==> src/rtl/core/lsh_pkg.sv <==
`default_nettype none

package lsh_pkg;

    localparam int DEF_MAX_WIDTH    = 2048;
    localparam int DEF_MAX_CHANNELS = 4;

    localparam int DATA_W     = 8;
    localparam int CFG_W      = 12;
    localparam int CFG_IDX_W  = 2;
    localparam int HEIGHT_W   = 12;
    localparam int CH_W       = 3;
    // Row counter runs one past the frame height during the drain tail.
    localparam int ROW_W      = 13;
    localparam int ACC_W      = 12;

    localparam int RST_FRAME_WIDTH  = 640;
    localparam int RST_FRAME_HEIGHT = 480;
    localparam int RST_CHANNELS     = 1;
    localparam int MIN_DIM          = 3;

    localparam logic [CFG_IDX_W-1:0] REG_FRAME_WIDTH   = 2'd0;
    localparam logic [CFG_IDX_W-1:0] REG_FRAME_HEIGHT  = 2'd1;
    localparam logic [CFG_IDX_W-1:0] REG_CHANNEL_COUNT = 2'd2;

    localparam int FIFO_DEPTH = 3;
    localparam int FIFO_PTR_W = 2;
    localparam int FIFO_CNT_W = 2;

    // Control bits of an item between the address stage and the compute stage.
    typedef struct packed {
        logic valid;
        logic data;
        logic produced;
        logic calc;
        logic bwr;
        logic last;
    } t_s1;

    typedef struct packed {
        logic              last;
        logic [DATA_W-1:0] value;
    } t_res;

endpackage

`default_nettype wire

==> src/rtl/core/lsh_out_fifo.sv <==
`default_nettype none

module lsh_out_fifo
    import lsh_pkg::*;
(
    input  wire logic                  i_clk,
    input  wire logic                  i_rst_n,
    input  wire logic                  i_push,
    input  wire t_res                  i_res,
    output logic                       o_valid,
    input  wire logic                  i_stall,
    output t_res                       o_res,
    output logic      [FIFO_CNT_W-1:0] o_count
);

    t_res                  r_mem [FIFO_DEPTH];
    logic [FIFO_PTR_W-1:0] r_wp;
    logic [FIFO_PTR_W-1:0] r_rp;
    logic [FIFO_CNT_W-1:0] r_cnt;
    logic                  pop;

    function automatic logic [FIFO_PTR_W-1:0] ptr_inc(input logic [FIFO_PTR_W-1:0] p);
        ptr_inc = (p == FIFO_PTR_W'(FIFO_DEPTH - 1)) ? '0 : p + FIFO_PTR_W'(1);
    endfunction

    assign pop = (r_cnt != '0) && !i_stall;

    always_ff @(posedge i_clk) begin
        if (!i_rst_n) begin
            r_wp  <= '0;
            r_rp  <= '0;
            r_cnt <= '0;
        end else begin
            if (i_push) begin
                r_wp <= ptr_inc(r_wp);
            end
            if (pop) begin
                r_rp <= ptr_inc(r_rp);
            end
            if (i_push && !pop) begin
                r_cnt <= r_cnt + FIFO_CNT_W'(1);
            end else if (pop && !i_push) begin
                r_cnt <= r_cnt - FIFO_CNT_W'(1);
            end
        end
    end

    always_ff @(posedge i_clk) begin
        if (i_push) begin
            r_mem[r_wp] <= i_res;
        end
    end

    assign o_valid = (r_cnt != '0);
    assign o_res   = r_mem[r_rp];
    assign o_count = r_cnt;

endmodule

`default_nettype wire

==> config.mk <==
export PLATFORM = sky130hd
export DESIGN_NAME = lsh_out_fifo
export DESIGN_NICKNAME = d
export VERILOG_FILES = /design/src/rtl/core/lsh_pkg.sv /design/src/rtl/core/lsh_out_fifo.sv
export SDC_FILE = /design/constraint.sdc
export NUM_CORES = 1
export LEC_CHECK = 0
export ABC_AREA = 0
export BUFFER_PORTS_ARGS = -buffer_cell sky130_fd_sc_hd__buf_2
export CAP_MARGIN = 20
export CORE_ASPECT_RATIO = 0.6
export CORE_MARGIN = 2
export CORE_UTILIZATION = 53
export DETAILED_ROUTE_END_ITERATION = 7
export PLACE_DENSITY = 0.77
export SLEW_MARGIN = 20
export SYNTH_ARGS = -nofsm -noshare
export SYNTH_HDL_FRONTEND = slang
export SYNTH_SLANG_ARGS = --single-unit
==> constraint.sdc <==
create_clock -name i_clk -period 1.95 [get_ports i_clk]
set_clock_uncertainty 0.2 [all_clocks]
set_input_delay 0.0975 -clock i_clk [delete_from_list [all_inputs] [get_ports i_clk]]
set_output_delay 0.0975 -clock i_clk [all_outputs]
set_load 0.005 [all_outputs]
# After elaboration in Yosys (flattened, before gate mapping)
# Memory sizes are Yosys's and may differ from the RTL's. A register that Yosys moved wholly into a read port is not among the register bits.
# Cells that the tools add are included.
[op_classes]
addsub = 4
multipliers = 0
n_div = 0
magnitude_cmp = 0
eq_ne = 2
shifts = 0
muxes = 8
n_bitwise = 0
n_reduce_logical = 8
[ops]
columns = ["operator", "n"]
rows = [
  ["2-bit 2-to-1 mux", 6],
  ["2-bit by 1-bit adder with 2-bit output (second input constant)", 3],
  ["2-bit == test (second input constant)", 2],
  ["2-bit nonzero test", 2],
  ["1-bit logical AND", 3],
  ["1-bit zero test", 3],
  ["1-bit 2-to-1 mux", 2],
  ["2-bit by 1-bit subtractor with 2-bit output (second input constant)", 1],
]
[totals]
reg_bits = 6
latchBits = 0
ramBits = 27
mem_bits_ro = 0
wordCells = 26
memories = 1
[mem_list]
columns = ["memory", "depth", "word_bits", "rd", "rd_ports_with_merged_regs", "wr", "line", "text"]
rows = [
  ["r_mem", 3, 9, 1, 1, 1, "lsh_out_fifo.sv:16", "t_res r_mem [FIFO_DEPTH];"],
]

# Longest topological paths before layout
[depth]
depth_word = 5
mapped_depth = 5
depth_no_buf = 5

# Worst setup path before layout
# No wires, ideal clock.
[synth_timing]
kind = "reg-to-reg"
startpoint = "register r_wp[1]"
endpoint = "memory r_mem[0][0] (netlist name) (enable)"
setup_ps = 391
arrival_ps = 1125
setup_slack_ps = 234
stages_incl_launch_ff = 2
period_less_slack_ps = 1716
path_cell_list = "dfxtp_1 > nor3b_1"
[synth_rtl]
columns = ["element", "line", "text"]
rows = [
  ["start: declaration", "lsh_out_fifo.sv:17", "logic [FIFO_PTR_W-1:0] r_wp;"],
  ["start signal: assignment", "lsh_out_fifo.sv:35", "r_wp <= ptr_inc(r_wp);"],
  ["end: declaration", "lsh_out_fifo.sv:16", ""],
]
# No word-level cell before the write port.

==> results.yml <==
route:
  drcViolationCount: 0
  drt-initial-drc-count: 28
  antenna_left: 0
  dr_total_vias: 818
  dr.pass1.iters: 4
  drt-total-wl_mm: 2.48
  drt-vias-per-instance: 5.08
  wl_per_cell_um: 15.4
die:
  ioPinCount: 25
  die_area_sq_um: 2910
  coreArea_sq_um: 2260
  rows: 13
  initial_core_util_pct: 58.1
  fp.dieW_um: 68.3
  die_h_um: 42.6
clock_network:
  postCtsResizedCells: 0
  cts-root-buf: "clkbuf_8"
  htreeDepth: 2
  cts_buffer_depth: 2
  cts_tree: "yes"
  cts_made_buffers: 5
  cts_setup_buffers: 0
  clock_sinks: 35
  path_clk_slew_ns: 0.06
  clkLatencyLatePin_ns: 0.28
  hold_buffers: 10
flow_run:
  cap_violations: 0
sta:
  fin_crit_sh_pct: 92.1
  tns_ns: 0
  grt_setup_unrepaired: "no"
  slew_violations: 0
  hold_ws_ns: 0.00648
  setup_ws_ns: 0.155
  max_slew_margin_pct: 60.7
  fin_crit_ns: 1.80
  setup_viol: 0
  hold_viol: 0
  worstMarginPinSlew_ns: 0.589
  fmaxAchievable_mhz: 557
place:
  port_buffers: 24
  place_hpwl_mm: 1.66
  dpl-instance-area_sq_um: 1480
  post-place-ws_ns: 0.291
  placedCellCount: 143
  gp_congestion: 0.660
global_route:
  grt_pass1_wl_mm: 3.88
  grt_antenna_before_repair: 0
  grt_pass1_vias: 820
  grt-ovfl-total: 0
  grtUsageTotal_pct: 19.7
  grt_max_degree: 19
worst_setup_path:
  reg2reg_depth: 4
  cp.depth: 3
  critPathLaunchType: "flip-flop"
  reg2reg_slack_ns: 0.27
  crit_path_end_kind: "output port"
  crit_path_end: "o_res[2]"
  cp_cell_sequence: "mux2i_1, o21ai_0, buf_2"
  cp.required_ns: 1.65
  timing.critical_path.fanout_max: 9
  slowest_stage: "dfxtp_1"
  path_buf_inv: 1
  slowest_delay_ns: 0.68
  crit_family: "flip-flops"
  path_class: "reg2out"
  timing.rr.end: "o_count[1]"
  r2r_start: "o_count[0]"
  worstPathArrival_ns: 1.50
logic_synthesis:
  syn_avg_cell_area_sq_um: 14.8
  synth_area_leaders: "edfxtp_1 (62%), dfxtp_1 (12%), mux2i_1 (6.9%)"
  synth_cell_types: 21
  muxShareOfSynthArea_pct: 6.86
  synth_top_family_by_area: "simple AND/OR/NAND/NOR gates"
  yosys.area_share.adder_pct: 0.952
  synth-xor-area-share_pct: 1.33
  synth_warnings: 0
  synth_seq_area_share_pct: 73.9
  syn_nets: 103
  ys_ff_latch: 35
  yosysTopAreaCell: "edfxtp_1"
  syn_inst: 89
  netlist.area_leader.share_pct: 61.7
  synth_area_sq_um: 1310
  yosys.area_share.simple_pct: 8.38
  synth-compound-area-share_pct: 7.52
run_status:
  status: "complete, no violations"
cells_and_area:
  area_delta_synth_final_pct: 26.4
  fill_cells: 152
  multiInputGateArea_sq_um: 329
  fin_util_pct: 73.4
  fin_area_sq_um: 1660
  final_nets: 144
  drive_gt1_share_pct: 25.2
  fin_cells: 161
  ff_latch_area_sq_um: 971
  n_antenna_cell: 0
pwr:
  power_density_nw_per_um2: 1090
  peakVddDrop_mv: 0.743
  p_leak_nw: 0.608
  finalPower_mw: 1.80
worst_hold_path:
  min_path_type: "in2reg"
[cell usage after synthesis]
cell type   n
o21ai_1     6
clkbuf_1    1
nor2b_1     2
xnor2_1     1
or3_1       2
o21a_1      2
o21bai_2    1
nor3b_1     1
and2_1      1
mux2i_1     9
nand2_1    13
or3b_1      1
edfxtp_1   27
xor2_1      1
nor2_1      2
o21ai_0     4
dfxtp_1     8
or2_1       1
a21boi_1    3
ha_1        1
buf_2       2
[metal layers]
layer	global-route usage, %	wire length (um)	up-vias
met5	0	0	-
met4	3.60	16	0
met3	8.06	105	4
met2	32.4	1220	18
met1	24.6	1140	388
li1	-	-	408
[logic make-up (layout without fill, tap and decap cells)]
family	after synthesis	count (layout)
XOR/XNOR	2	2
buffers and inverters	3	45
multiplexers	9	9
AND/OR/NAND/NOR	23	23
AO/OA/AOI/OAI	16	16
flip-flops	35	35
adder cells (fa/ha/maj)	1	1
[cell type report]
| class | instances | area share, % |
|---|---|---|
| Sequential cell | 35 | 58.5 |
| Multi-Input combinational cell | 51 | 19.8 |
| Timing Repair Buffer | 37 | 14.6 |
| Clock buffer | 8 | 4.82 |
| Tap cell | 30 | 2.26 |
[worst min path at each step]
stage	cells past startpoint	endpoint	from	slack, ns
3_3_place_gp	1	r_mem[0][6]	i_res[6]	0.10
2_1_floorplan	0	r_mem[0][0]	i_res[0]	-0.004
6_report	3	r_wp[1]	i_push	0.006
4_1_cts	3	r_wp[1]	i_push	0.006
5_1_grt	3	r_wp[1]	i_push	0.02
3_5_place_dp	1	r_mem[2][1]	i_res[1]	0.10
[worst register-to-register path, cell delays in order (launching register included)]
cell and delay, ns:
dfxtp_1 0.36, o21bai_2 0.24, ha_1 0.30, or3_1 0.37, a21boi_1 0.14
[power by group]
group	switching [mW]	total, mW	leakage, nW	internal [mW]
Combinational	0.155	0.356	0.254	0.202
Sequential	0.0891	0.962	0.315	0.872
Clock	0.232	0.486	0.0395	0.253
[registers in the layout (all words and copies together) (netlist names), named ones only]
signal,count
r_rp,2
o_count,2
r_wp,2
r_mem,27
[placed cells by master, fill, tap and decap left out]
cell	instances
clkbuf_1	3
and2_1	1
nor3b_1	1
dfxtp_1	8
or2_1	1
a21boi_1	3
mux2i_1	9
buf_2	24
o21bai_2	1
nor2b_1	2
ha_1	1
buf_4	3
o21ai_1	6
o21ai_0	4
xnor2_1	1
nor2_1	2
nand2_1	13
edfxtp_1	27
xor2_1	1
or3b_1	1
o21a_1	2
or3_1	2
clkbuf_8	5
dlygate4sd3_1	10
Power figures use the tool's default switching activity.
