[src/rtl/core/lsh_pkg.sv]
`default_nettype none

package lsh_pkg;

    localparam int DEF_MAX_WIDTH    = 2048;
    localparam int DEF_MAX_CHANNELS = 4;

    localparam int DATA_W     = 8;
    localparam int CFG_W      = 12;
    localparam int CFG_IDX_W  = 2;
    localparam int HEIGHT_W   = 12;
    localparam int CH_W       = 3;
    // Row counter runs one past the frame height during the drain tail.
    localparam int ROW_W      = 13;
    localparam int ACC_W      = 12;

    localparam int RST_FRAME_WIDTH  = 640;
    localparam int RST_FRAME_HEIGHT = 480;
    localparam int RST_CHANNELS     = 1;
    localparam int MIN_DIM          = 3;

    localparam logic [CFG_IDX_W-1:0] REG_FRAME_WIDTH   = 2'd0;
    localparam logic [CFG_IDX_W-1:0] REG_FRAME_HEIGHT  = 2'd1;
    localparam logic [CFG_IDX_W-1:0] REG_CHANNEL_COUNT = 2'd2;

    localparam int FIFO_DEPTH = 3;
    localparam int FIFO_PTR_W = 2;
    localparam int FIFO_CNT_W = 2;

    // Control bits of an item between the address stage and the compute stage.
    typedef struct packed {
        logic valid;
        logic data;
        logic produced;
        logic calc;
        logic bwr;
        logic last;
    } t_s1;

    typedef struct packed {
        logic              last;
        logic [DATA_W-1:0] value;
    } t_res;

endpackage

`default_nettype wire

[src/rtl/core/lsh_calc.sv]
`default_nettype none

module lsh_calc
    import lsh_pkg::*;
#(
    parameter int MAX_CHANNELS = DEF_MAX_CHANNELS,
    parameter int AW           = $clog2(DEF_MAX_WIDTH * DEF_MAX_CHANNELS)
) (
    input  wire logic              i_clk,
    input  wire logic              i_rst_n,
    input  wire t_s1               i_s1,
    input  wire logic [AW-1:0]     i_addr,
    input  wire logic [DATA_W-1:0] i_down,
    input  wire logic [CH_W-1:0]   i_chan,
    input  wire logic [DATA_W-1:0] i_prev,
    input  wire logic [DATA_W-1:0] i_up,
    output logic                   o_b_we,
    output logic      [AW-1:0]     o_b_waddr,
    output logic      [DATA_W-1:0] o_b_wdata,
    output logic                   o_push,
    output t_res                   o_res
);

    localparam int WIN    = 2 * MAX_CHANNELS;
    localparam int WIN_AW = (WIN > 1) ? $clog2(WIN) : 1;

    logic [DATA_W-1:0] r_win [WIN];

    logic [WIN_AW-1:0] idx_mid;
    logic [WIN_AW-1:0] idx_left;
    logic [DATA_W-1:0] mid;
    logic [DATA_W-1:0] left;
    logic [ACC_W-1:0]  acc;
    logic [DATA_W-1:0] clamped;

    // The window holds the previous row; before this item's shift the centre sits
    // one pixel back and the left neighbour two pixels back.
    always_comb begin
        idx_mid  = WIN_AW'(4'(i_chan) - 4'd1);
        idx_left = WIN_AW'({i_chan, 1'b0} - 4'd1);
        mid      = r_win[idx_mid];
        left     = r_win[idx_left];
        acc      = ACC_W'({mid, 2'b00}) + ACC_W'(mid) - ACC_W'(i_up) - ACC_W'(i_down)
                 - ACC_W'(left) - ACC_W'(i_prev);
        if (acc[ACC_W-1]) begin
            clamped = '0;
        end else if (acc > ACC_W'(255)) begin
            clamped = '1;
        end else begin
            clamped = acc[DATA_W-1:0];
        end
    end

    always_ff @(posedge i_clk) begin
        if (!i_rst_n) begin
            for (int i = 0; i < WIN; i++) begin
                r_win[i] <= '0;
            end
        end else if (i_s1.valid && i_s1.data) begin
            r_win[0] <= i_prev;
            for (int i = 1; i < WIN; i++) begin
                r_win[i] <= r_win[i-1];
            end
        end
    end

    assign o_b_we      = i_s1.valid && i_s1.bwr;
    assign o_b_waddr   = i_addr;
    assign o_b_wdata   = mid;
    assign o_push      = i_s1.valid && i_s1.produced;
    assign o_res.last  = i_s1.last;
    assign o_res.value = i_s1.calc ? clamped : '0;

endmodule

`default_nettype wire

[config.mk]
export PLATFORM = sky130hd
export DESIGN_NAME = lsh_calc
export DESIGN_NICKNAME = d
export VERILOG_FILES = /design/src/rtl/core/lsh_pkg.sv /design/src/rtl/core/lsh_calc.sv
export SDC_FILE = /design/constraint.sdc
export NUM_CORES = 1
export LEC_CHECK = 0
export BUFFER_PORTS_ARGS = -buffer_cell sky130_fd_sc_hd__buf_2
export CORE_ASPECT_RATIO = 0.75
export CORE_MARGIN = 8
export CORE_UTILIZATION = 57
export CTS_CLUSTER_DIAMETER = 40
export DETAILED_ROUTE_END_ITERATION = 12
export PLACE_DENSITY_LB_ADDON = 0.25
export SLEW_MARGIN = 20
export SYNTH_ARGS = -nofsm -noshare
export SYNTH_HDL_FRONTEND = slang
export SYNTH_SLANG_ARGS = --single-unit
[constraint.sdc]
create_clock -name i_clk -period 11.6 [get_ports i_clk]
set_clock_uncertainty 0.05 [all_clocks]
set_input_delay 2.32 -clock i_clk [delete_from_list [all_inputs] [get_ports i_clk]]
set_output_delay 2.32 -clock i_clk [all_outputs]
set_load 0.1 [all_outputs]
# == Yosys cells after proc, flatten, opt, wreduce, memory -nomap -nowiden ==
# Memory sizes are Yosys's and may differ from the RTL's.
# Index checks and enable logic that the tools add are counted.
# op_classes
reduce_logical,3
n_bitwise,8
muxes,15
addsub,7
magnitude_cmp,1
# op_table
cell,n
two-way mux 8 bit,11
subtractor 12 x 8 -> 12 bit,3
"> comparator 12 x 8 -> 1 bit, second input constant",1
subtractor 11 x 8 -> 12 bit,1
adder 10 x 8 -> 11 bit,1
bitwise OR 1 bit,8
"subtractor 3 x 1 -> 3 bit, second input constant",2
two-way mux 1 bit,4
logical AND 1 bit,3
# word_totals
elab_cells,35
ramBits,64
mem_count,1
output_inout_bits,32
in_bits,48
regBits,0
# memory_table
name,words,word_bits,read_ports,rd_clocked_by_memory_dff,write_ports,line,rtl
r_win,8,8,9,0,8,lsh_calc.sv:27,logic [DATA_W-1:0] r_win [WIN];

# == Longest topological paths before layout ==
# Gate-level depths: netlist of run 1.
# An unclocked memory read counts as a cell.
# logic_depth
depth_word,11
mapped_depth,21
ltp_nobuf,18

# == Worst setup path after synthesis of run 1 ==
# Ideal clock, no wire load.
# synth_path
path_type,input -> output
start,in i_chan[0]
end,out o_res[0] (netlist bit)
n_path_buf,2
arrival_ns,9.054
slack_ns,0.176
required_ns,9.230
stages,20
path_cell_list,buf_2 > buf_2 > inv_1 > ha_1 > xor2_1 > mux4_2 > mux2i_1 > inv_1 > fa_1 > fa_1 > inv_1 > fa_1 > inv_1 > ha_1 > a211oi_1 > o21bai_1 > a211oi_2 > xnor2_1 > nor4_4 > a21oi_1
# synth_rtl
element,line,rtl
from (decl),lsh_calc.sv:14,"input wire logic [CH_W-1:0] i_chan,"
to (decl),lsh_calc.sv:21,output t_res o_res

==> metrics, run 1 <==
status finished clean; internal power 0.682 mW; Seq pwr share 0.203; finished layout cell area 5170 um2; R2R depth 1; flops & latches, synth 64; grt total ovfl 0; Resize count post-CTS 0; most common cell after layout, fill and taps aside inv_1; Buf/Inv on CP 6; Synth cell types 36; layout net count 518; Worst Hold Class reg2reg; max-slew violation count 0; cells after synthesis 383; post-route ant nets 0; die area 11,400 um2; Most flops, register r_win; Most used DFF post-synth edfxtp_1; Hold Crit Start r_win[0][4]$_SDFFCE_PN0P_; vias in the first global route 3,008; Static Leak 2.36 nW; placed inst area 4950 um2; Area contributors post-synth edfxtp_1 41%, fa_1 13%, mux4_2 9.6%, and2_1 8.8%, inv_1 6.2%; CP max FO 8; Layout Cells excl Fill 533; Largest regs r_win: 64 flops; r2r setup slk 10.70 ns; CTS tree built; routed vias 2,868; Reg2Reg Capture Point r_win[4][3]$_SDFFCE_PN0P_; hold path cells 1; synthesized area 4690 um2; EDFF count, synth 64; Hold EP r_win[1][4]$_SDFFCE_PN0P_; Ant. Diodes 0; Startpoint Class input port; Switch Pwr 0.700 mW; H-Tree Depth 3; Max Cap Viol 0; Worst EP arrival 8.19 ns; global-route wire length before repair 15,100 um; filler instances 607; switching portion of total power 0.507; crit-path max cell delay 0.74 ns; Worst VDD drop 334 uV; sum of negative setup slack 0 ns; initial antenna violation count 0; Critical-path top delay cell xor2_1; clk buf depth 2; RR Startpoint r_win[3][3]$_SDFFCE_PN0P_; Post-CTS Setup Bufs 0; die width 121 um; Combinational Power Share 0.644; CTS sink cnt 64; critical path endpoint category primary output; critical path, cell by cell buf_2 > inv_1 > ha_1 > xor2_1 > mux4_2 > mux2i_1 > inv_1 > fa_1 > fa_1 > inv_1 > fa_1 > inv_1 > ha_1 > a211oi_1 > o21bai_1 > a211oi_2 > xnor2_1 > nor4_4 > a21oi_1 > buf_2; core area 7920 um2; latest clock arrival within the worst-skew pair 0.35 ns; Slew HR 0.394; Clk pin slew, worst setup/hold paths 0.08 ns; drt pass-1 iters 4; Pwr per Cell Area 267 nW/um2; Post-route DRC 0; async set-or-reset flop fraction in the synthesized netlist 0; sequential share of the synthesized area 0.410; Data required, critical path 9.23 ns; FP Rows 28; Worst-Margin Slew 0.906 ns; Initial Utilization 0.592; die height 94.5 um; yosys warns 0; max FFs per register 64; total placed cells including tap cells 517; hpwl dp 6690 um; top-area cell type share of the netlist area 0.410; final hold violation count 0; WS Path Type in2out; Largest delay share family, worst path adder cells; clock root cell clkbuf_8; Num CTS Buffers 9; largest net degree at the start of global routing 65; fraction of layout instances using a drive strength above 1 0.227; dpl ws 1.13 ns; Syn Area/Cell 12.2 um2; hold buffers post-CTS 0; Clk pwr share 0.154; final WL 8990 um; Crit path top cell by count inv_1; Total GRT Usage 0.172; period utilization 0.910; Layout area overhead 10.3%; Tmin final 10.56 ns; Final GP Congestion 0.835; Max Clock Freq 94.7 MHz; RSZ-0062 raised after global routing false; IO Pins 80; Post-Synthesis Net Count 478; PortBufs 51; wire per inst 16.9 um; Final setup viols 0; 1st-iter DRT viols 226; Yosys top cell by area edfxtp_1; Vias per Instance 5.38; fin worst setup slack 1.04 ns; commonest non-fill, non-tap cells in the layout 78 x inv_1, 66 x and2_1, 64 x edfxtp_1
per-stage QoR:
stage	power, mW	util	hold WS, ns
CTS	1.38	0.652	0.505
detailed placement	1.16	0.625	0.489
global route	1.49	0.652	0.518
floorplan	1.04	-	0.465
finish	1.38	0.652	0.506
global placement	1.15	0.625	0.475
cells by family (layout without fill, tap and decap cells):
kind of cell | Yosys count | count (layout) | synth area share
and+or+nand+nor | 90 | 90 | 0.116
muxes | 33 | 33 | 0.138
DFF | 64 | 64 | 0.410
AOI/OAI and AO/OA | 35 | 35 | 0.0451
buffers and inverters | 104 | 149 | 0.0964
xor gates and xnor gates | 10 | 10 | 0.0187
adders and majority gates | 47 | 47 | 0.175
layout make-up:
class | count | area, um2 | share of cell area
clock inverter | 7 | 96.3 | 0.0186
sequential | 64 | 1920 | 0.372
tap | 105 | 131 | 0.0254
multi-input combinational | 215 | 2310 | 0.448
inverter | 78 | 293 | 0.0567
clock buffer | 9 | 124 | 0.0240
timing repair buffer | 55 | 285 | 0.0552
layer usage:
metal,vias to the layer above,GRT usage,share of wire
met4,0,0.0497,0.012
met3,18,0.0507,0.058
met5,-,0,0
met1,1419,0.230,0.47
met2,83,0.268,0.46
li1,1348,-,-
cell usage after synthesis (2+ instances only):
cell type   n
buf_4      15
and2_1     66
a21oi_1    17
nand3_1     2
xor2_1      4
buf_2       3
xnor2_1     6
inv_1      78
clkbuf_1    6
mux4_1      4
ha_1       16
a211oi_1    2
nor2_1      6
fa_1       31
o21ai_0     6
nand2_1     9
edfxtp_1   64
mux2i_1     8
mux4_2     20
a21o_1      4
worst max-delay path by stage:
stage,start,end,depth (start not counted)
global route,i_chan[0],o_res[0],20
detailed placement,i_chan[0],o_res[1],20
floorplan,i_chan[0],o_res[0],20
global placement,i_chan[0],o_res[0],20
CTS,i_chan[0],o_res[1],20
finish,i_chan[0],o_res[6],20
power groups by stage:
stage / Clock, mW / Sequential [mW] / Combinational [mW]
4_1_cts: 0.215 / 0.279 / 0.884
2_1_floorplan: 0 / 0.281 / 0.759
5_1_grt: 0.225 / 0.282 / 0.980
6_report: 0.212 / 0.280 / 0.889
3_5_place_dp: 0 / 0.284 / 0.881
3_3_place_gp: 0 / 0.284 / 0.870
Power figures use the tool's default switching activity.
==> run 2, diff against run 1 <==
clock period = 10.6 ns   (was 11.6 ns; I/O delays follow)
==> run 2 against run 1 <==
Core utilization down 0.22 points. Non-clock buffer count rose by 2. Total power is 7.1% higher. Clock-buffer cell count increased by 1. Global-route usage down 0.43 points. Register-to-register slack worse by 1.0 ns. Critical path depth up 1. Design area decreased by 0.34%. Die area did not move. Sequential share of layout area grew 0.13 points. Via count is 1.8% higher. Critical path type unchanged. Largest cell class unchanged.
==> metrics, run 2 (same netlist as run 1, synthesis figures left out) <==
Total GRT Usage 0.167 (-0.00435); status finished clean; Post-CTS Setup Bufs 0 (unchanged); Layout area overhead 9.88%; CTS tree built; global-route wire length before repair 14,800 um (-1.6%); Data required, critical path 8.43 ns (-0.80 ns); final hold violation count 0 (unchanged); PortBufs 51 (unchanged); FP Rows 28 (unchanged); Crit path top cell by count inv_1; commonest non-fill, non-tap cells in the layout 78 x inv_1, 66 x and2_1, 64 x edfxtp_1; final WL 8890 um (-1.1%); max FFs per register 64 (unchanged); DR top layer met4; Largest regs r_win: 64 flops; FF+latch area 1920 um2 (unchanged); Initial Utilization 0.592 (unchanged); H-Tree Depth 3 (unchanged); met1 wire length 4170 um (-1.3%); r2r setup slk 9.70 ns (-1.00 ns); Worst Setup EP o_res[6]; Critical-path top delay cell mux4_1; latest clock arrival within the worst-skew pair 0.34 ns (about the same); CTS sink cnt 64 (unchanged); hold buffers post-CTS 0 (unchanged); sum of negative setup slack 0 ns (unchanged); die height 94.5 um (unchanged); Worst Hold Class reg2reg; Final GP Congestion 0.820 (-1.8%); clk buf depth 2 (unchanged); drt pass-1 iters 4 (unchanged); Post-route DRC 0 (unchanged); clock root cell clkbuf_8; Num CTS Buffers 9 (unchanged); layout net count 520 (+0.39%); hpwl dp 6680 um (about the same); R2R depth 1 (unchanged); Max Clock Freq 104 MHz; die area 11,400 um2 (unchanged); Worst EP arrival 7.47 ns (-0.72 ns); routed vias 2,921 (+1.8%); post-route ant nets 0 (unchanged); CP max FO 8 (unchanged); crit-path max cell delay 0.55 ns (-0.19 ns); Worst-Margin Slew 0.814 ns (-0.0924 ns); Vias per Instance 5.46 (+1.5%); routed wl met2 4100 um (-0.77%); Multi-input gate area 2310 um2 (unchanged); period utilization 0.909; vias in the first global route 3,019 (+0.37%); fin worst setup slack 0.964 ns (-0.0793 ns); placed inst area 4960 um2 (+0.30%); critical path endpoint category primary output; Worst VDD drop 375 uV (+12%); IO Pins 80 (unchanged); Ant. Diodes 0 (unchanged); grt total ovfl 0 (unchanged); Slew HR 0.458 (+0.0637); metal3 WL 486 um (-7.4%); hold slack 0.495 ns (-0.0107 ns); Max Cap Viol 0 (unchanged); RR Startpoint r_win[3][3]$_SDFFCE_PN0P_; initial antenna violation count 0 (unchanged); Final setup viols 0 (unchanged); Reg2Reg Capture Point r_win[4][3]$_SDFFCE_PN0P_; WS Path Type in2out; RSZ-0062 raised after global routing false; Tmin final 9.64 ns; Critical path origin i_chan[0]; fraction of layout instances using a drive strength above 1 0.226 (-0.00105); Static Leak 2.36 nW (about the same); 1st-iter DRT viols 124 (-45%); core area 7920 um2 (unchanged); Startpoint Class input port; wire per inst 16.6 um (-1.5%); largest net degree at the start of global routing 65 (unchanged); dpl ws 0.945 ns (-0.181 ns); critical path, cell by cell buf_2 > inv_1 > ha_1 > xor2_1 > buf_4 > mux4_1 > mux2i_1 > fa_1 > inv_1 > fa_1 > inv_1 > fa_1 > inv_1 > ha_1 > a21oi_1 > o211ai_1 > nand2_1 > xnor2_1 > nor4_4 > a21oi_1 > buf_2; most common cell after layout, fill and taps aside inv_1; total power 1.48 mW (+7.1%); Most flops, register r_win; finished layout cell area 5150 um2 (-0.34%); die width 121 um (unchanged); filler instances 627 (+3.3%); max-slew violation count 0 (unchanged); Pwr per Cell Area 287 nW/um2 (+7.5%); Resize count post-CTS 0 (unchanged); Clk pin slew, worst setup/hold paths 0.07 ns (about the same)
## run 2: area by class of cell
| cell class | instances | area share |
|---|---|---|
| Clock buffer | 10 | 0.0248 |
| Clock inverter | 6 | 0.0117 |
| Inverter | 78 | 0.0569 |
| Multi-Input combinational cell | 215 | 0.450 |
| Sequential cell | 64 | 0.373 |
| Tap cell | 105 | 0.0255 |
| Timing Repair Buffer | 57 | 0.0583 |
## run 2: worst min path at each step
stage / slack [ns] / cells past startpoint / startpoint / to
floorplan: 0.46 / 1 / r_win[0][6]$_SDFFCE_PN0P_ / r_win[1][6]$_SDFFCE_PN0P_
global placement: 0.48 / 1 / r_win[4][0]$_SDFFCE_PN0P_ / r_win[5][0]$_SDFFCE_PN0P_
detailed placement: 0.48 / 1 / r_win[4][4]$_SDFFCE_PN0P_ / r_win[5][4]$_SDFFCE_PN0P_
CTS: 0.50 / 1 / r_win[2][3]$_SDFFCE_PN0P_ / r_win[3][3]$_SDFFCE_PN0P_
global route: 0.52 / 1 / r_win[4][5]$_SDFFCE_PN0P_ / r_win[5][5]$_SDFFCE_PN0P_
finish: 0.50 / 1 / r_win[2][3]$_SDFFCE_PN0P_ / r_win[3][3]$_SDFFCE_PN0P_
## run 2: routing by layer
layer	GRT usage	vias to the layer above
li1	-	1356
met4	0.0611	0
met1	0.225	1473
met5	0	-
met3	0.0417	21
met2	0.260	71
## run 2: report_power, final
group | leakage, nW | internal (mW) | switching (mW) | total (mW)
registers | 0.679 | 0.297 | 0.00926 | 0.306
clock network | 0.0937 | 0.107 | 0.0962 | 0.204
logic | 1.59 | 0.317 | 0.652 | 0.970
## run 2: worst max-delay path: cells and delay by family
kind	cells	cell delay, ns
multiplexers	2	1.01
AND/OR/NAND/NOR	2	0.65
AO/OA/AOI/OAI	3	0.72
adder cells (fa/ha/maj)	5	1.82
XOR/XNOR	2	0.26
buffers and inverters	7	0.87
## run 2: metrics by stage
step                 util  cells
floorplan               -    383
global placement    0.627    519
detailed placement  0.627    519
CTS                 0.650    535
global route        0.650    535
finish              0.650    535
==> run 3, diff against run 2 <==
CORE_UTILIZATION = 45   (was 57)
MAX_ROUTING_LAYER = met4   (was default)
==> run 3 against run 2 <==
Critical path type unchanged. Flip-flop and latch count stayed put. Design area up 2.7%. Clock-buffer cell count did not move. Critical path depth stayed put. Hold slack improved by 0.0022 ns. Global-route usage decreased by 2.4 points. Worst setup slack better by 0.014 ns. Sequential share of layout area decreased by 0.97 points.
==> metrics, run 3 (same netlist as run 1, synthesis figures left out) <==
fin worst setup slack 0.978 ns (+0.0143 ns); layout net count 521 (+0.19%); total power 1.56 mW (+5.2%); Slew HR 0.455 (-0.00229); final WL 9150 um (+2.9%); die area 14,000 um2 (+22%); CP max FO 8 (unchanged); die width 134 um (+11%); Worst EP arrival 7.45 ns (-0.02 ns); filler instances 891 (+42%); status finished clean; hold buffers post-CTS 0 (unchanged); clk buf depth 2 (unchanged); clock root cell clkbuf_16; global-route wire length before repair 15,300 um (+2.9%); Critical-path top delay cell mux4_1; Pwr per Cell Area 295 nW/um2 (+2.5%); Largest regs r_win: 64 flops; Clk pin slew, worst setup/hold paths 0.05 ns (-0.02 ns); Vias per Instance 4.99 (-8.7%); dpl ws 0.994 ns (+0.0496 ns); H-Tree Depth 3 (unchanged); Final GP Congestion 0.941 (+15%); most common cell after layout, fill and taps aside inv_1; initial antenna violation count 0 (unchanged); Total GRT Usage 0.143 (-0.0243); core area 10,200 um2 (+29%); crit-path max cell delay 0.57 ns (+0.02 ns); RSZ-0062 raised after global routing false; WS Path Type in2out; hpwl dp 6900 um (+3.2%); FP Rows 32 (+14%); period utilization 0.908 (-0.00135); Crit path top cell by count inv_1; FF+latch area 1920 um2 (unchanged); IO Pins 80 (unchanged); Post-route DRC 0 (unchanged); largest net degree at the start of global routing 65 (unchanged); drt pass-1 iters 4 (unchanged); commonest non-fill, non-tap cells in the layout 78 x inv_1, 66 x and2_1, 64 x edfxtp_1; Initial Utilization 0.459 (-0.133); PortBufs 51 (unchanged); Worst VDD drop 178 uV (-53%); Max Clock Freq 104 MHz (+0.15%); die height 104 um (+10%); fraction of layout instances using a drive strength above 1 0.220 (-0.00516); Multi-input gate area 2310 um2 (unchanged); critical path, cell by cell buf_2 > inv_1 > ha_1 > xor2_1 > buf_4 > mux4_1 > mux2i_1 > fa_1 > inv_1 > fa_1 > inv_1 > fa_1 > inv_1 > ha_1 > a21oi_1 > o211ai_1 > nand2_1 > xnor2_1 > nor4_4 > a21oi_1 > buf_2; Worst Hold Class reg2reg; Worst-Margin Slew 0.817 ns (+0.00344 ns); Most flops, register r_win; Tmin final 9.62 ns (-0.0143 ns); Ant. Diodes 0 (unchanged); sum of negative setup slack 0 ns (unchanged); CTS tree built; grt total ovfl 0 (unchanged); 1st-iter DRT viols 170 (+37%); post-route ant nets 0 (unchanged); CTS sink cnt 64 (unchanged); Layout area overhead 12.8%; routed vias 2,827 (-3.2%); Max Cap Viol 0 (unchanged); max FFs per register 64 (unchanged); Final setup viols 0 (unchanged); Data required, critical path 8.43 ns (about the same); Static Leak 2.41 nW (+2.0%); wire per inst 16.1 um (-2.9%); Num CTS Buffers 9 (unchanged); critical path endpoint category primary output; Resize count post-CTS 0 (unchanged); latest clock arrival within the worst-skew pair 0.33 ns (about the same); vias in the first global route 2,948 (-2.4%); Post-CTS Setup Bufs 0 (unchanged); Startpoint Class input port; final hold violation count 0 (unchanged); max-slew violation count 0 (unchanged)
[run 3: area by class of cell]
cell class / count / area share
Tap cell: 136 / 0.0322
Clock buffer: 10 / 0.0433
Inverter: 78 / 0.0554
Multi-Input combinational cell: 215 / 0.438
Sequential cell: 64 / 0.364
Clock inverter: 6 / 0.00947
Timing Repair Buffer: 58 / 0.0582
[run 3: path summary, 6_finish.rpt]
kind / to / from / depth (start not counted) / slack (ns)
max: o_res[0] / i_chan[0] / 21 / 0.98
min: r_win[5][5]$_SDFFCE_PN0P_ / r_win[4][5]$_SDFFCE_PN0P_ / 1 / 0.50
min reg2reg: r_win[5][5]$_SDFFCE_PN0P_ / r_win[4][5]$_SDFFCE_PN0P_ / 1 / 0.50
max reg2reg: r_win[4][3]$_SDFFCE_PN0P_ / r_win[3][3]$_SDFFCE_PN0P_ / 1 / 9.72
[run 3: per-stage QoR]
stage / instance area, um2 / std cells / hold slack [ns] / util
finish: 5290 / 567 / 0.497 / 0.518
global route: 5290 / 567 / 0.525 / 0.518
CTS: 5290 / 567 / 0.499 / 0.518
detailed placement: 5010 / 551 / 0.485 / 0.490
global placement: 5010 / 551 / 0.481 / 0.490
floorplan: 4690 / 383 / 0.465 / -
[run 3: critical path, delay by kind of cell]
family | cells | cell delay [ns]
fa+ha+maj | 5 | 1.82
mux | 2 | 1.01
buf+inv | 7 | 0.89
compound gates | 3 | 0.71
simple gates | 2 | 0.64
xor+xnor | 2 | 0.26
[run 3: power breakdown]
group | switching, mW | internal [mW]
Combinational | 0.654 | 0.318
Clock | 0.101 | 0.178
Sequential | 0.00934 | 0.298
Total | 0.764 | 0.794
[run 3: layer usage]
layer | part of all wire | wire length (um) | up-vias | track usage
met5 | 0 | 0 | - | -
met4 | 0.015 | 135 | 0 | 0.0512
met3 | 0.045 | 410 | 16 | 0.0386
met2 | 0.44 | 4010 | 59 | 0.202
met1 | 0.50 | 4590 | 1397 | 0.193
li1 | - | - | 1355 | -
