## src/rtl/core/lsh_pkg.sv

```systemverilog
`default_nettype none

package lsh_pkg;

    localparam int DEF_MAX_WIDTH    = 2048;
    localparam int DEF_MAX_CHANNELS = 4;

    localparam int DATA_W     = 8;
    localparam int CFG_W      = 12;
    localparam int CFG_IDX_W  = 2;
    localparam int HEIGHT_W   = 12;
    localparam int CH_W       = 3;
    // Row counter runs one past the frame height during the drain tail.
    localparam int ROW_W      = 13;
    localparam int ACC_W      = 12;

    localparam int RST_FRAME_WIDTH  = 640;
    localparam int RST_FRAME_HEIGHT = 480;
    localparam int RST_CHANNELS     = 1;
    localparam int MIN_DIM          = 3;

    localparam logic [CFG_IDX_W-1:0] REG_FRAME_WIDTH   = 2'd0;
    localparam logic [CFG_IDX_W-1:0] REG_FRAME_HEIGHT  = 2'd1;
    localparam logic [CFG_IDX_W-1:0] REG_CHANNEL_COUNT = 2'd2;

    localparam int FIFO_DEPTH = 3;
    localparam int FIFO_PTR_W = 2;
    localparam int FIFO_CNT_W = 2;

    // Control bits of an item between the address stage and the compute stage.
    typedef struct packed {
        logic valid;
        logic data;
        logic produced;
        logic calc;
        logic bwr;
        logic last;
    } t_s1;

    typedef struct packed {
        logic              last;
        logic [DATA_W-1:0] value;
    } t_res;

endpackage

`default_nettype wire

```

## src/rtl/core/lsh_front.sv

```systemverilog
`default_nettype none

module lsh_front
    import lsh_pkg::*;
#(
    parameter int MAX_WIDTH    = DEF_MAX_WIDTH,
    parameter int MAX_CHANNELS = DEF_MAX_CHANNELS,
    parameter int AW           = $clog2(MAX_WIDTH * MAX_CHANNELS)
) (
    input  wire logic                 i_clk,
    input  wire logic                 i_rst_n,
    input  wire logic                 i_cfg_we,
    input  wire logic [CFG_IDX_W-1:0] i_cfg_index,
    input  wire logic [CFG_W-1:0]     i_cfg_data,
    input  wire logic                 i_accept,
    input  wire logic [DATA_W-1:0]    i_sample,
    input  wire logic                 i_pad,
    output logic                      o_a_en,
    output logic      [AW-1:0]        o_a_addr,
    output logic      [DATA_W-1:0]    o_a_wdata,
    output logic                      o_b_re,
    output logic      [AW-1:0]        o_b_raddr,
    output t_s1                       o_s1,
    output logic      [AW-1:0]        o_s1_addr,
    output logic      [DATA_W-1:0]    o_s1_down,
    output logic      [CH_W-1:0]      o_chan
);

    localparam int XW     = AW + 1;
    localparam int DLY_AW = (MAX_CHANNELS > 1) ? $clog2(MAX_CHANNELS) : 1;
    localparam int W_RST  = (RST_FRAME_WIDTH > MAX_WIDTH) ? MAX_WIDTH : RST_FRAME_WIDTH;

    logic [XW-1:0]       r_w;
    logic [HEIGHT_W-1:0] r_h;
    logic [CH_W-1:0]     r_c;
    logic [XW-1:0]       r_len;
    logic [AW-1:0]       r_x;
    logic [ROW_W-1:0]    r_r;
    logic [DATA_W-1:0]   r_dly [MAX_CHANNELS];
    t_s1                 r_s1;
    logic [AW-1:0]       r_li;
    logic [DATA_W-1:0]   r_down;

    logic [AW-1:0]       n_x;
    logic [ROW_W-1:0]    n_r;
    t_s1                 n_s1;

    logic                cfg_hit;
    logic [XW-1:0]       w_new;
    logic [HEIGHT_W-1:0] h_new;
    logic [CH_W-1:0]     c_new;
    logic [XW-1:0]       x_e;
    logic [XW-1:0]       x_inc;
    logic [XW-1:0]       c_e;
    logic [XW-1:0]       c2_e;
    logic [ROW_W-1:0]    h_e;
    logic                drain;
    logic                ge_c;
    logic                ge_2c;
    logic                r_ge2;
    logic                r_eq1;
    logic                is_data;
    logic                is_drain;
    logic                last;
    logic [AW-1:0]       li;

    always_comb begin
        cfg_hit = i_cfg_we && (i_cfg_index == REG_FRAME_WIDTH ||
                               i_cfg_index == REG_FRAME_HEIGHT ||
                               i_cfg_index == REG_CHANNEL_COUNT);

        if (i_cfg_data < CFG_W'(MIN_DIM)) begin
            w_new = XW'(MIN_DIM);
        end else if (32'(i_cfg_data) > 32'(MAX_WIDTH)) begin
            w_new = XW'(MAX_WIDTH);
        end else begin
            w_new = XW'(i_cfg_data);
        end

        h_new = (i_cfg_data < CFG_W'(MIN_DIM)) ? HEIGHT_W'(MIN_DIM) : i_cfg_data;

        if (i_cfg_data[CH_W-1:0] == '0) begin
            c_new = CH_W'(1);
        end else if (32'(i_cfg_data[CH_W-1:0]) > 32'(MAX_CHANNELS)) begin
            c_new = CH_W'(MAX_CHANNELS);
        end else begin
            c_new = i_cfg_data[CH_W-1:0];
        end
    end

    always_comb begin
        x_e      = {1'b0, r_x};
        x_inc    = x_e + XW'(1);
        c_e      = XW'(r_c);
        c2_e     = XW'({r_c, 1'b0});
        h_e      = {1'b0, r_h};
        drain    = (r_r >= h_e);
        ge_c     = (x_e >= c_e);
        ge_2c    = (x_e >= c2_e);
        r_ge2    = (r_r >= ROW_W'(2));
        r_eq1    = (r_r == ROW_W'(1));
        is_data  = i_accept && !drain && !i_pad;
        is_drain = i_accept && drain;
        // The frame ends on the last channel of the first pixel past the drain row.
        last     = is_drain && (r_r > h_e) && (x_inc >= c_e);
        li       = AW'(x_e - c_e);

        n_x = r_x;
        n_r = r_r;
        if (cfg_hit || last) begin
            n_x = '0;
            n_r = '0;
        end else if (is_data || is_drain) begin
            if (x_inc >= r_len) begin
                n_x = '0;
                n_r = r_r + ROW_W'(1);
            end else begin
                n_x = AW'(x_inc);
            end
        end

        n_s1.valid    = is_data || is_drain;
        n_s1.data     = is_data;
        n_s1.produced = is_drain || (is_data && (r_ge2 || (r_eq1 && ge_c)));
        n_s1.calc     = is_data && ge_2c && r_ge2;
        n_s1.bwr      = is_data && ge_c;
        n_s1.last     = last;
    end

    always_ff @(posedge i_clk) begin
        if (!i_rst_n) begin
            r_w   <= XW'(W_RST);
            r_h   <= HEIGHT_W'(RST_FRAME_HEIGHT);
            r_c   <= CH_W'(RST_CHANNELS);
            r_len <= XW'(W_RST * RST_CHANNELS);
            r_x   <= '0;
            r_r   <= '0;
            r_s1  <= '0;
        end else begin
            if (i_cfg_we) begin
                unique case (i_cfg_index)
                    REG_FRAME_WIDTH: begin
                        r_w   <= w_new;
                        r_len <= XW'(32'(w_new) * 32'(r_c));
                    end
                    REG_FRAME_HEIGHT: begin
                        r_h <= h_new;
                    end
                    REG_CHANNEL_COUNT: begin
                        r_c   <= c_new;
                        r_len <= XW'(32'(r_w) * 32'(c_new));
                    end
                    default: begin
                    end
                endcase
            end
            r_x  <= n_x;
            r_r  <= n_r;
            r_s1 <= n_s1;
        end
    end

    // Short delay of the current row gives the sample one pixel to the left.
    always_ff @(posedge i_clk) begin
        if (is_data) begin
            r_dly[0] <= i_sample;
            for (int i = 1; i < MAX_CHANNELS; i++) begin
                r_dly[i] <= r_dly[i-1];
            end
            r_li   <= li;
            r_down <= r_dly[DLY_AW'(r_c - CH_W'(1))];
        end
    end

    assign o_a_en    = is_data;
    assign o_a_addr  = r_x;
    assign o_a_wdata = i_sample;
    assign o_b_re    = is_data && ge_c;
    assign o_b_raddr = li;
    assign o_s1      = r_s1;
    assign o_s1_addr = r_li;
    assign o_s1_down = r_down;
    assign o_chan    = r_c;

endmodule

`default_nettype wire

```

## config.mk

```make
export PLATFORM = sky130hd
export DESIGN_NAME = lsh_front
export DESIGN_NICKNAME = d
export VERILOG_FILES = /design/src/rtl/core/lsh_pkg.sv /design/src/rtl/core/lsh_front.sv
export SDC_FILE = /design/constraint.sdc
export NUM_CORES = 1
export LEC_CHECK = 0
export BUFFER_PORTS_ARGS = -buffer_cell sky130_fd_sc_hd__buf_2
export CAP_MARGIN = 20
export CORE_MARGIN = 5
export CORE_UTILIZATION = 60
export CTS_BUF_LIST = sky130_fd_sc_hd__clkbuf_16
export CTS_CLUSTER_SIZE = 12
export DETAILED_ROUTE_END_ITERATION = 12
export GPL_ROUTABILITY_DRIVEN = 0
export PLACE_DENSITY = 0.83
export SLEW_MARGIN = 10
export SYNTH_ARGS = -nofsm -noshare
export SYNTH_HDL_FRONTEND = slang
export SYNTH_SLANG_ARGS = --single-unit
```

## constraint.sdc

```tcl
create_clock -name i_clk -period 8.8 [get_ports i_clk]
set_input_delay 0 -clock i_clk [delete_from_list [all_inputs] [get_ports i_clk]]
set_output_delay 0 -clock i_clk [all_outputs]
set_load 0.02 [all_outputs]
```

Yosys cells after proc, flatten, opt, wreduce, memory -nomap -nowiden. Memories as Yosys holds them, arrays and structs flattened. A register that Yosys moved wholly into a read port is not among the register bits. Index checks and enable logic that the tools add are counted.

Output and inout bits: 66. Word-level logic and storage cells: 71. Memories kept: 1. RAM bits: 32. Flip-flop bits (word level): 88.

Add/subtract/negate cells: 4. Eq/ne operators: 3. Multiply operators: 2. $lt $le $gt $ge: 10. Multiplexer cells: 9. Bitwise logic cells: 1. Reduce and logical (&&, ||, !) cells: 28.

Memory list: r_dly (depth 4, width 8, read ports 4, clocked after memory_dff 1, write ports 4, line lsh_front.sv:39) `logic [DATA_W-1:0] r_dly [MAX_CHANNELS];`.

Operators with widths (count): $mux 12 (3); $pmux 14 s2 (1); $add 13x1->14 const B (1); $ge 14x14->1 (1); $ge 14x3->1 (1); $mul 12x3->14 (1); $mul 14x3->14 (1); $add 13x1->13 const B (1); $eq 13x1->1 const B (1); $ge 13x12->1 (1); $ge 13x2->1 const B (1); $ge 13x3->1 (1); $ge 13x4->1 (1); $gt 13x12->1 (1); $mux 13 (1); $sub 13x3->13 (1); $gt 12x12->1 const B (1); $lt 12x2->1 const B (1); $logic_and 1x1->1 (11); $reduce_and 2->1 (5); $logic_or 1x1->1 (6); $mux 3 (2); $gt 3x3->1 const B (1); $logic_not 3->1 (1); 9 further kinds (11).

Depth between registers and ports, before layout. Gate-level depths: netlist of the first run.

Depth after elaboration: 6. Gate-level depth with buffers: 16. Mapped depth without buffers: 15.

Worst setup path after synthesis of the first run. No wires, ideal clock.

Path type: reg2reg. From: register r_h[11]. To: register r_s1, in the netlist o_s1[2]. Data required time: 8.741 ns. Arrival time: 7.796 ns. Setup time: 0.059 ns. Path slack: 0.944 ns. Stages on the path, launching flop included: 10. Period minus slack after synthesis: 7.856 ns. Path buffers: 0. Cells stage by stage: dfxtp_1 > inv_1 > ha_1 > a211o_1 > a31oi_1 > o211a_1 > nand2_1 > nor4_1 > and2_1 > o311a_1.

Longest elaborated chain between the ends: 6.

Ends and longest elaborated chain: start, declared (line lsh_front.sv:34) `logic [HEIGHT_W-1:0] r_h;`; start signal, assigned (line lsh_front.sv:133) `r_h <= HEIGHT_W'(RST_FRAME_HEIGHT);`; start signal, assigned (line lsh_front.sv:147) `r_h <= h_new;`; $ge 13x12->1 (line lsh_front.sv:97) `drain = (r_r >= h_e);`; $logic_not 1->1 (line lsh_front.sv:102) `is_data = i_accept && !drain && !i_pad;`; $logic_and 1x1->1 (2 in series) (line lsh_front.sv:102); net o_a_en (line lsh_front.sv:18) `output logic o_a_en,`; $logic_and 1x1->1 (2 in series) (line lsh_front.sv:125) `n_s1.calc = is_data && ge_2c && r_ge2;`; end signal, assigned (line lsh_front.sv:159) `r_s1 <= n_s1;`; end, declared (line lsh_front.sv:40) `t_s1 r_s1;`.

The timed path passes the listed nets, and every way through them passes these cells. A chain may end at the register's enable or synchronous reset.

Worst setup path after layout of the first run.
From: input port i_cfg_data[7]. To: register r_len[12].

Longest elaborated chain between the ends: 5. Elaborated cells on any way between the ends: 6.

Ends and longest elaborated chain: start, declared (line lsh_front.sv:14) `input wire logic [CFG_W-1:0] i_cfg_data,`; $gt 12x12->1 (line lsh_front.sv:74) `end else if (32'(i_cfg_data) > 32'(MAX_WIDTH)) begin`; $mux 12 (line lsh_front.sv:74); $mux 12 * (line lsh_front.sv:72) `if (i_cfg_data < CFG_W'(MIN_DIM)) begin`; $mul 12x3->14 * (line lsh_front.sv:144) `r_len <= XW'(32'(w_new) * 32'(r_c));`; $pmux 14 s2 * (line lsh_front.sv:141) `unique case (i_cfg_index)`; end signal, assigned (line lsh_front.sv:135) `r_len <= XW'(W_RST * RST_CHANNELS);`; end signal, assigned (line lsh_front.sv:144); end signal, assigned (line lsh_front.sv:151) `r_len <= XW'(32'(r_w) * 32'(c_new));`; end, declared (line lsh_front.sv:36) `logic [XW-1:0] r_len;`.

Every way passes the cells marked *; elsewhere a longest branch is shown, timed or not.

==> summary.md, run 1 <==
| Metric | Value |
|---|---|
| Status | `finished clean` |
| Pwr dens | `155 mW/mm²` |
| Clock latency on the worst-skew pair | `between 400 and 500 ps` |
| Leak | `0.00398 µW` |
| Reg2reg path depth | `13` |
| Vias in the first global route | `6547` |
| Largest area contributor in the netlist | `edfxtp_1` |
| Yosys reg bits | `126` |
| Post-synth EDFFs | `53` |
| Sw power | `387 µW` |
| Startpoint Class | `primary input` |
| Reg power frac | `43.7%` |
| Ports | `93` |
| YS warnings | `0` |
| Synth top area share | `19.3%` |
| Post-synth cell types | `66` |
| WP data arrival | `4550 ps` |
| Critical Path RT | `9140 ps` |
| Met3 Resource Use GR | `5.30%` |
| Final hold vios | `0` |
| Most used DFF post-synth | `dfxtp_1` |
| Internal power | `1080 µW` |
| Final Max Tran Viols | `0` |
| Syn Area/Cell | `9.10 µm²` |
| Gr ovfl total | `0` |
| Fmax | `238 MHz` |
| Post-Syn Instances | `904` |
| Tcrit/Tclk final | `47.8%` |
| Die area | `0.0162 mm²` |
| Placed cell area | `0.00869 mm²` |
| FILL cells | `approximately 1000` |
| Share of cells above drive strength 1 | `16.0%` |
| Die Ht | `127 µm` |
| CTS buffer count | `17` |
| GRT Util Overall | `25.0%` |
| Post-synth top cells | `nand2_1, inv_1, dfxtp_1, ha_1, nor2_1` |
| Core footprint | `~0.013 mm²` |
| Worst min path class | `in -> reg` |
| Antenna-violating nets left | `0` |
| First-pass detailed-route iteration total | `9` |
| RSZ-0062 raised after global routing | `no` |
| Switching share of power | `approximately a quarter` |
| Mapped Area | `0.00823 mm²` |
| Met1 Track Usage GR | `33.0%` |
| Postcts setup bufs | `0` |
| Most common cell in the synthesized netlist | `nand2_1` |
| Max Root-Sink Buffers | `2` |
| Slew HR | `a little under a third` |
| Syn_nets | `1018` |
| Setup violators final | `0` |
| # resized after CTS | `0` |
| Clock sinks | `between 100 and 150` |
| CTS tree | `done` |
| Initial Util | `61.7%` |
| Area grow syn2layout | `15.2%` |
| Comb pwr share | `11.7%` |
| IO buf count | `92` |
| TNS Setup | `0 ps` |
| Routed vias | `6817` |
| Min-delay src | `i_cfg_data[2]` |
| Largest net degree at the start of global routing | `58` |
| VDD IR-drop max | `153 µV` |
| Layer with the highest usage | `met2` |
| Worst setup EP type | `register` |
| CP max FO | `8` |
| Rows | `42` |
| Detailed Route Iter0 Violations | `733` |
| Reg2reg setup slack | `4730 ps` |
| Tmin final | `4210 ps` |
| Final setup skew | `9.38 ps` |
| Initial antenna violation count | `0` |
| Max Cap Violations | `0` |
| Setup CP Type | `in -> reg` |
| Wire length per cell | `16.7 µm` |
| Die width | `127 µm` |
| Via density | `roughly 5.8` |
| Met2 Usage GRT | `between 40% and 50%` |
| H-tree depth | `4` |
| Final Instance Area | `0.00948 mm²` |
| Hold depth | `3` |
| Root Buffer | `clkbuf_16` |
| Nets@finish | `1107` |
| Post-Route WL | `19800 µm` |
| Final HPWL DP | `14000 µm` |
| ANT cells | `0` |
| Fraction of registers with async set/reset | `0%` |
| Crit path from | `i_cfg_data[7]` |
| Clk pin slew, worst setup/hold paths | `roughly 60 ps` |
| RR Startpoint | `o_chan[1]$_SDFFE_PN0P_` |
| Drt drc | `0` |
| Clock power share | `44.6%` |
| Sequential share of the synthesized area | `37.1%` |
| Synth area leaders | `edfxtp_1, dfxtp_1, ha_1` |
| Slew @ Worst Pin | `1040 ps` |
| First-pass GRT wire length | `32600 µm` |
==> sequential cells by signal, summed over array words and instances, names as in the netlist <==
| signal | count |
|---|---|
| o_a_addr | 13 |
| o_chan | 3 |
| o_s1 | 6 |
| o_s1_addr | 13 |
| o_s1_down | 8 |
| r_dly | 32 |
| r_h | 12 |
| r_len | 14 |
| r_r | 13 |
| r_w | 12 |
==> area by class of cell <==
cell class | instances | area (µm²) | area share (%)
Multi-Input combinational cell | 646 | 4610 | 48.6
Inverter | 84 | 315 | 3.33
Sequential cell | 126 | 3050 | 32.2
Tap cell | 176 | 220 | 2.32
Timing Repair Buffer | 118 | 733 | 7.74
Clock buffer | 17 | 425 | 4.49
Clock inverter | 15 | 121 | 1.28
==> cells by family after synthesis <==
group                      count (synthesis)  synth area share, %
xor gates and xnor gates                  50                 5.32
AOI/OAI and AO/OA                        149                 12.1
muxes                                     12                 2.68
and+or+nand+nor                          348                 20.5
adders and majority gates                 87                 15.3
DFF                                      126                 37.1
buffers and inverters                    132                 6.98
==> layout by cell type, fill, tap and decap left out, drive strengths merged, types with 3 or more instances in the layout <==
cell	n
nand2	141
buf	98
inv	90
dfxtp	73
ha	64
nor2	61
a21oi	55
edfxtp	53
xnor2	38
nor3	29
nand3	28
o21ai	27
fa	23
dlygate4sd3	20
clkbuf	17
a211oi	15
and2	14
nor4	14
nor2b	13
xor2	12
nand3b	10
a31oi	9
nand4	9
mux4	8
o211ai	8
a21o	7
or2	7
nand2b	6
and3	5
clkinv	5
o21bai	4
a311oi	4
mux2i	4
and4	3
or3	3
clkinvlp	3
==> layer usage <==
layer | part of all wire (%) | wire, µm
met5 | 0 | 0
met3 | 7.7 | 1520
met1 | 42 | 8350
met2 | 48 | 9560
met4 | 1.7 | 335
==> power by group through the flow <==
stage                     clock network (µW)  logic [µW]  registers, µW
after floorplan                            0         109            658
after global placement                     0         156            651
after detailed placement                   0         160            652
after CTS                                659         169            640
after global routing                     691         189            642
final                                    654         172            640
==> final timing paths <==
kind / to
worst max-delay path: r_len[12]$_SDFFE_PN0P_
worst min-delay path: r_w[2]$_SDFFE_PN0P_
worst max register to register: r_len[11]$_SDFFE_PN0P_
worst min register to register: r_dly[2][3]$_DFFE_PP_
==> critical path, stage by stage <==
cell	delay, ps
dlygate4sd3_1	530
buf_2	160
nor4_1	270
nand3_1	190
o31ai_1	690
and2_1	310
nand2_1	110
fa_1	480
inv_1	50
ha_1	340
nor2b_1	160
o21ai_0	180
a21oi_1	120
o41ai_1	450
o21ai_0	210
mux2i_1	150
a211oi_1	150
==> stage by stage <==
step	std cells	util [%]	hold WS [ps]	setup slack (ps)	total power, µW
after CTS	1180	70.7	50.5	4680	1470
after global placement	1128	65.1	193	4900	807
after global routing	1182	71.0	90.9	4220	1520
after floorplan	904	-	98.9	944	767
final	1182	71.0	72.4	4590	1470
after detailed placement	1128	65.1	191	4850	812
==> repair_timing <==
item / 4_1_cts / 5_1_grt
endpoints found under the hold margin: 31 / 0
hold buffers: 20 / 0
setup endpoints to repair: 0 / 0
Note: power is estimated with default switching activity, not from simulation.
==> run 2, diff against run 1 <==
clock period = 3.95 ns   (was 8.8 ns; I/O delays follow)
==> run 2 against run 1 <==
Sequential share of layout area decreased by 0.55 points; highest routed layer unchanged; utilization increased by 1.2 points; clock-buffer cell count unchanged.
==> summary.md, run 2 (synthesis gave the netlist of run 1 again) <==
| Metric | Value |
|---|---|
| IO buf count | `92` |
| Nets@finish | `1120` |
| Clk pin slew, worst setup/hold paths | `60 ps` |
| Die Ht | `around 130 µm` |
| Commonest non-fill, non-tap cells in the layout | `nand2_1, buf_2, inv_1` |
| Postcts setup bufs | `0` |
| Largest net degree at the start of global routing | `slightly below 60` |
| Post-route insts no fill | `1195` |
| VDD IR-drop max | `301 µV` |
| Final HPWL DP | `14100 µm` |
| Worst setup EP type | `register` |
| Ports | `93` |
| Via density | `~5.8` |
| Setup CP Type | `in -> reg` |
| Tcrit/Tclk final | `94.8%` |
| Die area | `between 0.015 and 0.02 mm²` |
| Rows | `42` |
| Drt drc | `0` |
| Slew HR | `28.9%` |
| Slew @ Worst Pin | `1060 ps` |
| Pwr dens | `347 mW/mm²` |
| Largest registers | `r_dly x32, r_len x14` |
| ANT cells | `0` |
| Max FFs per register | `32` |
| Critical Path RT | `4300 ps` |
| Detailed Route Iter0 Violations | `624` |
| Max Root-Sink Buffers | `2` |
| Die width | `127 µm` |
| Gr ovfl total | `0` |
| Clock sinks | `126` |
| Area grow syn2layout | `17.2%` |
| Vias in the first global route | `6642` |
| Initial antenna violation count | `0` |
| GRT Util Overall | `24.7%` |
| Startpoint Class | `primary input` |
| Fmax | `about 270 MHz` |
| Antenna-violating nets left | `0` |
| First-pass GRT wire length | `32300 µm` |
| Wire length per cell | `16.5 µm` |
| Inst Count DP | `1140` |
| Final hold vios | `0` |
| RSZ-0062 raised after global routing | `no` |
| TNS Setup | `0 ps` |
| Max Cap Violations | `0` |
| Tmin final | `3740 ps` |
| Worst min path class | `in -> reg` |
| Routed vias | `just under 7000` |
| Core footprint | `0.0133 mm²` |
| Root Buffer | `clkbuf_16` |
| FILL cells | `approximately 1000` |
| CTS tree | `done` |
| Clock latency on the worst-skew pair | `430 ps` |
| Final Max Tran Viols | `0` |
| Post-Route WL | `19700 µm` |
| Leak | `approximately 0.0041 µW` |
| H-tree depth | `4` |
| First-pass detailed-route iteration total | `8` |
| WP data arrival | `4090 ps` |
| Setup violators final | `0` |
| Initial Util | `61.7%` |
| Share of cells above drive strength 1 | `between 15 and 20%` |
| Final core occ | `72.2%` |
| Final setup skew | `7.39 ps` |
| Most common cell after layout, fill and taps aside | `nand2_1` |
| Largest Register | `r_dly` |
| CTS buffer count | `17` |
| Status | `finished clean` |
| CP max FO | `6` |
## run 2: cell type report
type                    count  area [µm²]  area share (%)
inverters                  84         315            3.27
clock buffers              17         425            4.41
multi-input cells         646        4630            48.0
clock inverters            15         153            1.58
repair buffers            131         846            8.77
flip-flops and latches    126        3050            31.7
well taps                 176         220            2.28
## run 2: through the flow
| step | worst slack (ps) | hold slack, ps | total power, µW | cell area (µm²) |
|---|---|---|---|---|
| floorplan | 70.1 | 98.9 | 1710 | 8240 |
| global placement | 428 | 190 | 1800 | 8800 |
| detailed placement | 336 | 190 | 1810 | 8800 |
| CTS | 141 | 12.4 | 3340 | 9590 |
| global route | 5.67 | 54.7 | 3460 | 9640 |
| finish | 206 | 43.7 | 3340 | 9640 |
## run 2: worst max-delay path, cell delays in order
cell           delay, ps
dlygate4sd3_1        530
buf_2                150
nor4_1               310
nand3_1              210
a21oi_1              400
nand2_1              150
fa_1                 630
inv_1                 60
ha_1                 320
a211oi_1             310
o21ai_0              180
a31oi_1              190
nor2b_1              200
xnor2_1              130
o22ai_1               90
a211oi_1             210
## run 2: metal layers
metal | track usage, % | up-vias | routed length, µm
met5 | 0 | - | 0
met4 | 9.34 | 0 | 540
met3 | 6.09 | 48 | 1610
met2 | 39.2 | 318 | 9050
met1 | 32.8 | 3188 | 8480
li1 | - | 3328 | -
## run 2: timing repair
item / in CTS / in global routing
hold endpoints to repair: 30 / 0
gates resized for setup: 0 / 2
hold buffers: 21 / 0
setup endpoints to repair: 0 / 4
## run 2: path summary, 6_finish.rpt
kind                                                from                endpoint  slack (ps)  depth (start not counted)
worst max register to register  o_a_addr[3]$_SDFFE_PP0N_    r_r[12]$_SDFFE_PP0P_         250                         13
worst max-delay path                       i_cfg_data[7]  r_len[11]$_SDFFE_PN0P_         210                         16
worst min-delay path                       i_cfg_data[1]     r_h[1]$_SDFFE_PN0P_          40                          3
worst min register to register     r_dly[2][0]$_DFFE_PP_   r_dly[3][0]$_DFFE_PP_         450                          0
## run 2: power breakdown
part	leakage, µW	internal, µW	switching, µW	total, µW
Clock	0.000278	886	645	1530
Combinational	0.00272	146	244	390
Sequential	0.00108	1400	19.3	1420
Total	0.00407	2440	908	3340
